==> config.mk <==
export PLATFORM = sky130hd
export DESIGN_NAME = pps_ctrl
export DESIGN_NICKNAME = d
export VERILOG_FILES = /design/src/hdl/pps_pkg.sv /design/src/hdl/pps_ctrl.sv
export VERILOG_INCLUDE_DIRS = /design/src /design/src/hdl
export SDC_FILE = /design/constraint.sdc
export NUM_CORES = 1
export LEC_CHECK = 0
export BUFFER_PORTS_ARGS = -buffer_cell sky130_fd_sc_hd__buf_2
export CORE_MARGIN = 2
export CORE_UTILIZATION = 45
export DETAILED_ROUTE_END_ITERATION = 8
export PLACE_DENSITY = 0.69
export SYNTH_ARGS = -nofsm -noshare
export SYNTH_HDL_FRONTEND = slang
export SYNTH_SLANG_ARGS = --single-unit
==> constraint.sdc <==
create_clock -name clk -period 2.47 [get_ports clk]
set_input_delay 0.494 -clock clk [delete_from_list [all_inputs] [get_ports clk]]
set_output_delay 0.494 -clock clk [all_outputs]
set_load 0.01 [all_outputs]
==> src/hdl/preemptive_priority_scheduler_macros.svh <==
// Assertion helpers shared by the scheduler modules.
`ifndef PREEMPTIVE_PRIORITY_SCHEDULER_MACROS_SVH
`define PREEMPTIVE_PRIORITY_SCHEDULER_MACROS_SVH

// The consequent must hold in the same cycle as the antecedent.
`define PPS_ASSERT_IMP(label, clk, rst_n, ante, cons) \
    label: assert property (@(posedge clk) disable iff (!rst_n) (ante) |-> (cons)) \
        else $error("scheduler check failed");

// The consequent must hold in the cycle after the antecedent.
`define PPS_ASSERT_NEXT(label, clk, rst_n, ante, cons) \
    label: assert property (@(posedge clk) disable iff (!rst_n) (ante) |=> (cons)) \
        else $error("scheduler check failed");

`endif

==> src/hdl/pps_pkg.sv <==
package pps_pkg;

    localparam int TASK_SLOTS_DEF      = 16;
    localparam int BURSTS_PER_TASK_DEF = 16;
    localparam int TICK_LIMIT_DEF      = 1000;

    localparam int CMD_W   = 2;
    localparam int SLOT_W  = 4;
    localparam int TICK_W  = 10;
    localparam int PRIO_W  = 8;
    localparam int TOTAL_W = 5;
    localparam int BNUM_W  = 4;
    localparam int LEN_W   = 10;
    localparam int WAIT_W  = 10;

    localparam logic [WAIT_W-1:0] WAIT_MAX = {WAIT_W{1'b1}};

    typedef enum logic [CMD_W-1:0] {
        CMD_DEFINE = 2'd0,
        CMD_BURST  = 2'd1,
        CMD_TICK   = 2'd2,
        CMD_STATS  = 2'd3
    } cmd_t;

    // Step commands from the controller to the datapath.
    typedef struct packed {
        logic start;
        logic op;
        logic arr;
        logic sel;
        logic cpu_rd;
        logic cpu_wr;
        logic io_rd;
        logic io_wr;
        logic wait_step;
        logic resp;
    } ctl_t;

    // Status from the datapath to the controller.
    typedef struct packed {
        logic is_tick;
        logic fin;
        logic cpu_held;
        logic io_held;
        logic out_free;
    } sts_t;

endpackage

==> src/hdl/pps_ctrl.sv <==
`include "preemptive_priority_scheduler_macros.svh"

module pps_ctrl #(
    parameter int TASK_SLOTS = 16
) (
    input  logic                          clk,
    input  logic                          rst_n,
    input  logic                          in_valid,
    output logic                          in_stall,
    input  pps_pkg::sts_t                 sts,
    output pps_pkg::ctl_t                 ctl,
    output logic [$clog2(TASK_SLOTS)-1:0] sweep_idx
);

    import pps_pkg::*;

    localparam int IDX_W = $clog2(TASK_SLOTS);
    localparam logic [IDX_W-1:0] LAST_IDX = IDX_W'(TASK_SLOTS - 1);

    typedef enum logic [9:0] {
        S_IDLE   = 10'b0000000001,
        S_CMD    = 10'b0000000010,
        S_ARR    = 10'b0000000100,
        S_SEL    = 10'b0000001000,
        S_CPU_RD = 10'b0000010000,
        S_CPU_WR = 10'b0000100000,
        S_IO_RD  = 10'b0001000000,
        S_IO_WR  = 10'b0010000000,
        S_WAIT   = 10'b0100000000,
        S_RESP   = 10'b1000000000
    } state_t;

    state_t           state_reg, state_next;
    logic [IDX_W-1:0] idx_reg, idx_next;

    always_comb
    begin
        state_next = state_reg;
        idx_next   = idx_reg;
        unique case (state_reg)
            S_IDLE:
            begin
                if (in_valid)
                begin
                    state_next = S_CMD;
                end
            end
            S_CMD:
            begin
                idx_next = '0;
                if (sts.is_tick && !sts.fin)
                begin
                    state_next = S_ARR;
                end
                else
                begin
                    state_next = S_RESP;
                end
            end
            S_ARR:
            begin
                idx_next = idx_reg + IDX_W'(1);
                if (idx_reg == LAST_IDX)
                begin
                    state_next = S_SEL;
                end
            end
            S_SEL:    state_next = S_CPU_RD;
            S_CPU_RD: state_next = sts.cpu_held ? S_CPU_WR : S_IO_RD;
            S_CPU_WR: state_next = S_IO_RD;
            S_IO_RD:  state_next = sts.io_held ? S_IO_WR : S_WAIT;
            S_IO_WR:  state_next = S_WAIT;
            S_WAIT:   state_next = S_RESP;
            S_RESP:
            begin
                if (sts.out_free)
                begin
                    state_next = S_IDLE;
                end
            end
            default:  state_next = S_IDLE;
        endcase
    end

    always_ff @(posedge clk or negedge rst_n)
    begin
        if (!rst_n)
        begin
            state_reg <= S_IDLE;
            idx_reg   <= '0;
        end
        else
        begin
            state_reg <= state_next;
            idx_reg   <= idx_next;
        end
    end

    assign in_stall      = (state_reg != S_IDLE);
    assign sweep_idx     = idx_reg;
    assign ctl.start     = (state_reg == S_IDLE) && in_valid;
    assign ctl.op        = (state_reg == S_CMD);
    assign ctl.arr       = (state_reg == S_ARR);
    assign ctl.sel       = (state_reg == S_SEL);
    assign ctl.cpu_rd    = (state_reg == S_CPU_RD);
    assign ctl.cpu_wr    = (state_reg == S_CPU_WR);
    assign ctl.io_rd     = (state_reg == S_IO_RD);
    assign ctl.io_wr     = (state_reg == S_IO_WR);
    assign ctl.wait_step = (state_reg == S_WAIT);
    assign ctl.resp      = (state_reg == S_RESP) && sts.out_free;

    `PPS_ASSERT_NEXT(a_accept_decodes, clk, rst_n, in_valid && !in_stall, state_reg == S_CMD)
    `PPS_ASSERT_NEXT(a_sweep_ends, clk, rst_n, (state_reg == S_ARR) && (idx_reg == LAST_IDX), state_reg == S_SEL)
    `PPS_ASSERT_IMP(a_resp_when_free, clk, rst_n, ctl.resp, sts.out_free)

endmodule

== Word-level counts from Yosys, hierarchy flattened ==
Index checks and enable logic that the tools add are counted.

* Reduce and logical (&&, ||, !) cells: 6
* Eq/ne operators: 15
* Muxes and demuxes: 8
* Add/sub/neg operators: 1

{| class="wikitable"
|+ Operators by type and width
! kind !! count
|-
| 10-bit one-hot mux with 10 select lines || 1
|-
| 10-bit two-way mux || 4
|-
| 10-bit by 1-bit == test with 1-bit output, second input constant || 1
|-
| 10-bit == test, second input constant || 1
|-
| 10-bit by 2-bit == test with 1-bit output, second input constant || 1
|-
| 10-bit by 3-bit == test with 1-bit output, second input constant || 1
|-
| 10-bit by 4-bit == test with 1-bit output, second input constant || 1
|-
| 10-bit by 5-bit == test with 1-bit output, second input constant || 1
|-
| 10-bit by 6-bit == test with 1-bit output, second input constant || 1
|-
| 10-bit by 7-bit == test with 1-bit output, second input constant || 1
|-
| 10-bit by 8-bit == test with 1-bit output, second input constant || 1
|-
| 10-bit by 9-bit == test with 1-bit output, second input constant || 1
|-
| 10-bit by 1-bit inequality test with 1-bit output, second input constant || 1
|-
| 9-bit two-way mux || 1
|-
| 4-bit one-hot mux with 2 select lines || 1
|-
| 7-bit two-way mux || 1
|-
| 4-bit by 1-bit adder with 4-bit output, second input constant || 1
|-
| 4-bit == test, second input constant || 1
|-
| 2-bit inequality test, second input constant || 2
|-
| 1-bit logical AND || 3
|-
| 3-bit AND reduction || 1
|-
| 2-bit by 1-bit inequality test with 1-bit output, second input constant || 1
|-
| 2-bit nonzero test || 1
|-
| 1-bit logical NOT || 1
|}

* Register bits: 14
* Input port bits: 8
* Word-level logic and storage cells: 32

== Longest topological paths before layout ==
* Word-level depth: 4
* Gate-level depth with buffers: 6
* Depth with buffers taken out: 5

== Worst setup path before layout ==
Ideal clock, no wire load.

* Kind: reg2out
* From: reg state_reg[5]
* To: out ctl[9] in the netlist's numbering
* Stages on the path, launching flop included: 5
* Buffers on the path: 0
* Data arrival time: 1388 ps
* Data required time: 1976 ps
* Setup slack: 588 ps
* Cells stage by stage: dfrtp_1 > nor4_4 > and2_4 > nand4b_2 > nor2_1

{| class="wikitable"
|+ RTL lines
! what !! line !! text
|-
| start: declaration || pps_ctrl.sv:33 || <nowiki>state_t state_reg, state_next;</nowiki>
|-
| start signal: assignment || pps_ctrl.sv:94 || <nowiki>state_reg <= state_next;</nowiki>
|-
| end: declaration || pps_ctrl.sv:11 || <nowiki>output pps_pkg::ctl_t ctl,</nowiki>
|}

==> impl_results.md <==
- Die footprint: between 0.002 and 0.0025 mm^2
- Std-Cell Rows: 16
- Clock Skew: about 2.7 ps
- VDD IR max: 0.569 mV
- Most frequent cells after synthesis: dfrtp_1, nand2_1, nor2_1
- CP endpoint: ctl[9]
- Clock period minus worst slack: ~2300 ps
- Drt pass-1 iters: 4
- Path depth of the worst reg2reg path: 4
- Post-synthesis register bit count: 14
- Crit path launch type: register
- Post-Route WL: 1880 um
- Seq/Total Area, Yosys: 38.1%
- GRT Resource Usage Total: approximately 17%
- Post-DRT Antenna Nets: 0
- Vias in the first global route: 744
- P&R area growth vs syn: 18.7%
- Actual slew at the worst max-slew pin: 425 ps
- Final-report hold violation count: 0
- Avg Inst Size Synth: ~9.6 um^2
- Critical path class: reg2out
- Power Internal: around 0.00056 W
- Reg2reg setup slack: slightly below 900 ps
- Count leader, synth: dfrtp_1
- # nets final: 130
- Antenna Cells: 0
- Total congestion overflow: 0
- Input/output buffers: 22
- CP required: around 2000 ps
- Slowest CP cell: nor4_4
- Ys async rst share: 100%
- Max-slew headroom: a little under three quarters
- Hold WC Path Type: in2async
- Num Clock Sinks: 14
- Clock root buffer: clkbuf_4
- Syn_nets: 105
- Final setup fails: 0
- Crit path depth: 5
- Max stage delay on crit path: 440 ps
- Power Dens Cells: 841 mW/mm^2
- H-tree depth: 1
- Clk pwr share: around 18%
- Leakage: between 0.5 and 0.6 nW
- R2R Path End: state_reg[3]
- Setup_tns: 0 ps
- Crit path buf inv count: 1
- FILL cells: 187
- CTS max path bufs: 2
- Area of the multi-input gates: 533 um^2
- Cts hold-fix bufs: 0
- Ratio of cells with drive above 1 in the final layout: 35.8%
- DR vias: 791
- Reg power frac: a little under two fifths
- CTS tree: built
- Post-Route Utilization: a little under three fifths
- Max reg flops: 10
- Critical-path cell list: nor4_4 > and2_4 > nand4b_2 > nor2_1 > buf_2
- Main synth FF type: dfrtp_1
- Routed len/inst: 12.8 um
- Gpl congestion: 0.795
- Crit path DAT: 1780 ps
- RSZ-0062 raised after global routing: no
- Logic pwr share: 44.9%
- Sequential Area: 352 um^2
- Cells after Synth: 96
- Top delay family on crit path: simple AND/OR/NAND/NOR gates
- WHS: around 91 ps
- Max-Cap Viols: 0
- R2R Path Start: state_reg[5]
- Final slew viol count: 0
- Final HPWL DP: 1460 um
- Core Region: 0.00194 mm^2
- F_max: between 400 and 500 MHz
- Initial antenna violation count: 0
- Post-route insts no fill: about 150
- Via density per instance: 5.38
- Yosys top cell area share: between 30% and 40%
- Post-synth EDFFs: 0
- Clock transition at path regs: approximately 80 ps
- Starting Density: 47.5%
- TritonCTS buffer count: 3
- Chip width: 49.3 um
- Synth area leader: dfrtp_1
- Largest net degree at the start of global routing: 15
- First-pass GRT wire length: approximately 3200 um
- Post_cts resized: 0
- Critical Path Start: state_reg[5]
- Outcome: completed
- Distinct cells, synth: 40
- DRC viols: 0
- Main area contributors after synthesis: dfrtp_1, nor4_4, a21oi_1
- Pwr Total: 0.000921 W
- Insertion delay to the later sink of the worst-skew pair: 280 ps
- CP max FO: 6
- Sw frac: between 30% and 40%
- Critical path capture point type: output port
- Netlist Area Pre-Place: ~920 um^2
- Ys Warns: 0
- Iter 0 DRT Violations: 15
- Fin crit share: 92.0%
- Net Sw Power: 0.000363 W
- Dpl cells: between 100 and 150
- Die Y: 49.3 um
- IO Count: 23
[layout by cell type (no fill, tap or decap), types with 2 or more instances in the layout]
cell | netlist | layout
nand2_1 | 8 | 8
o21ai_0 | 4 | 4
o2bb2ai_1 | 3 | 3
and3_1 | 2 | 2
dfrtp_1 | 13 | 13
a21oi_1 | 6 | 6
nand2b_1 | 2 | 2
nor4_4 | 2 | 2
and2_1 | 3 | 3
buf_2 | 3 | 22
nand3_1 | 3 | 3
clkbuf_4 | 0 | 3
nor3b_1 | 3 | 3
xor2_1 | 3 | 3
nor4b_1 | 3 | 3
nor2_1 | 8 | 8
and4_1 | 2 | 2
inv_1 | 5 | 5
[worst min-delay path by stage]
stage	start	endpoint	slack (ps)	cells past startpoint
global placement	rst_n	state_reg[3]	410	1
floorplan	rst_n	state_reg[1]	200	0
global route	rst_n	sweep_idx[2]	110	1
detailed placement	rst_n	state_reg[3]	410	1
finish	rst_n	sweep_idx[2]	90	1
CTS	rst_n	state_reg[3]	100	1
[kinds of logic after synthesis]
kind of cell | after synthesis | share of synthesized area [%]
adders and majority gates | 1 | 1.36
AOI/OAI and AO/OA | 22 | 16.7
xor gates and xnor gates | 3 | 2.85
buffers and inverters | 9 | 4.07
muxes | 1 | 1.09
DFF | 14 | 38.1
and+or+nand+nor | 46 | 35.8
[power by group through the flow]
stage | combinational [W] | sequential (W) | clock, W
after floorplan | 0.000326 | 0.000322 | 0
after global placement | 0.000390 | 0.000346 | 0
after detailed placement | 0.000398 | 0.000347 | 0
after CTS | 0.000401 | 0.000343 | 0.000167
after global routing | 0.000462 | 0.000350 | 0.000183
final | 0.000414 | 0.000343 | 0.000164
[timing repair]
action | in CTS | in global routing
endpoints found under the setup margin | 0 | 2
buffers inserted | 0 | 1
endpoints found under the hold margin | 0 | 0
[final cells by class]
class / instances / area share (%)
inverters: 6 / 2.06
well taps: 27 / 3.09
repair buffers: 23 / 10.7
multi-input cells: 73 / 48.7
clock buffers: 4 / 3.31
flip-flops and latches: 14 / 32.1
[through the flow]
stage                     setup WS (ps)  instance area, um^2
after floorplan                     588                  922
after global placement              471                 1050
after detailed placement            459                 1050
after CTS                           129                 1090
after global routing               46.4                 1090
final                               197                 1090
[layer usage]
metal,vias up,GRT usage (%),wire [um]
li1,399,-,-
met1,371,23.0,919
met2,18,27.9,868
met3,3,2.76,68
met4,0,7.14,23
met5,-,0,0
Note: power is estimated with default switching activity, not from simulation.
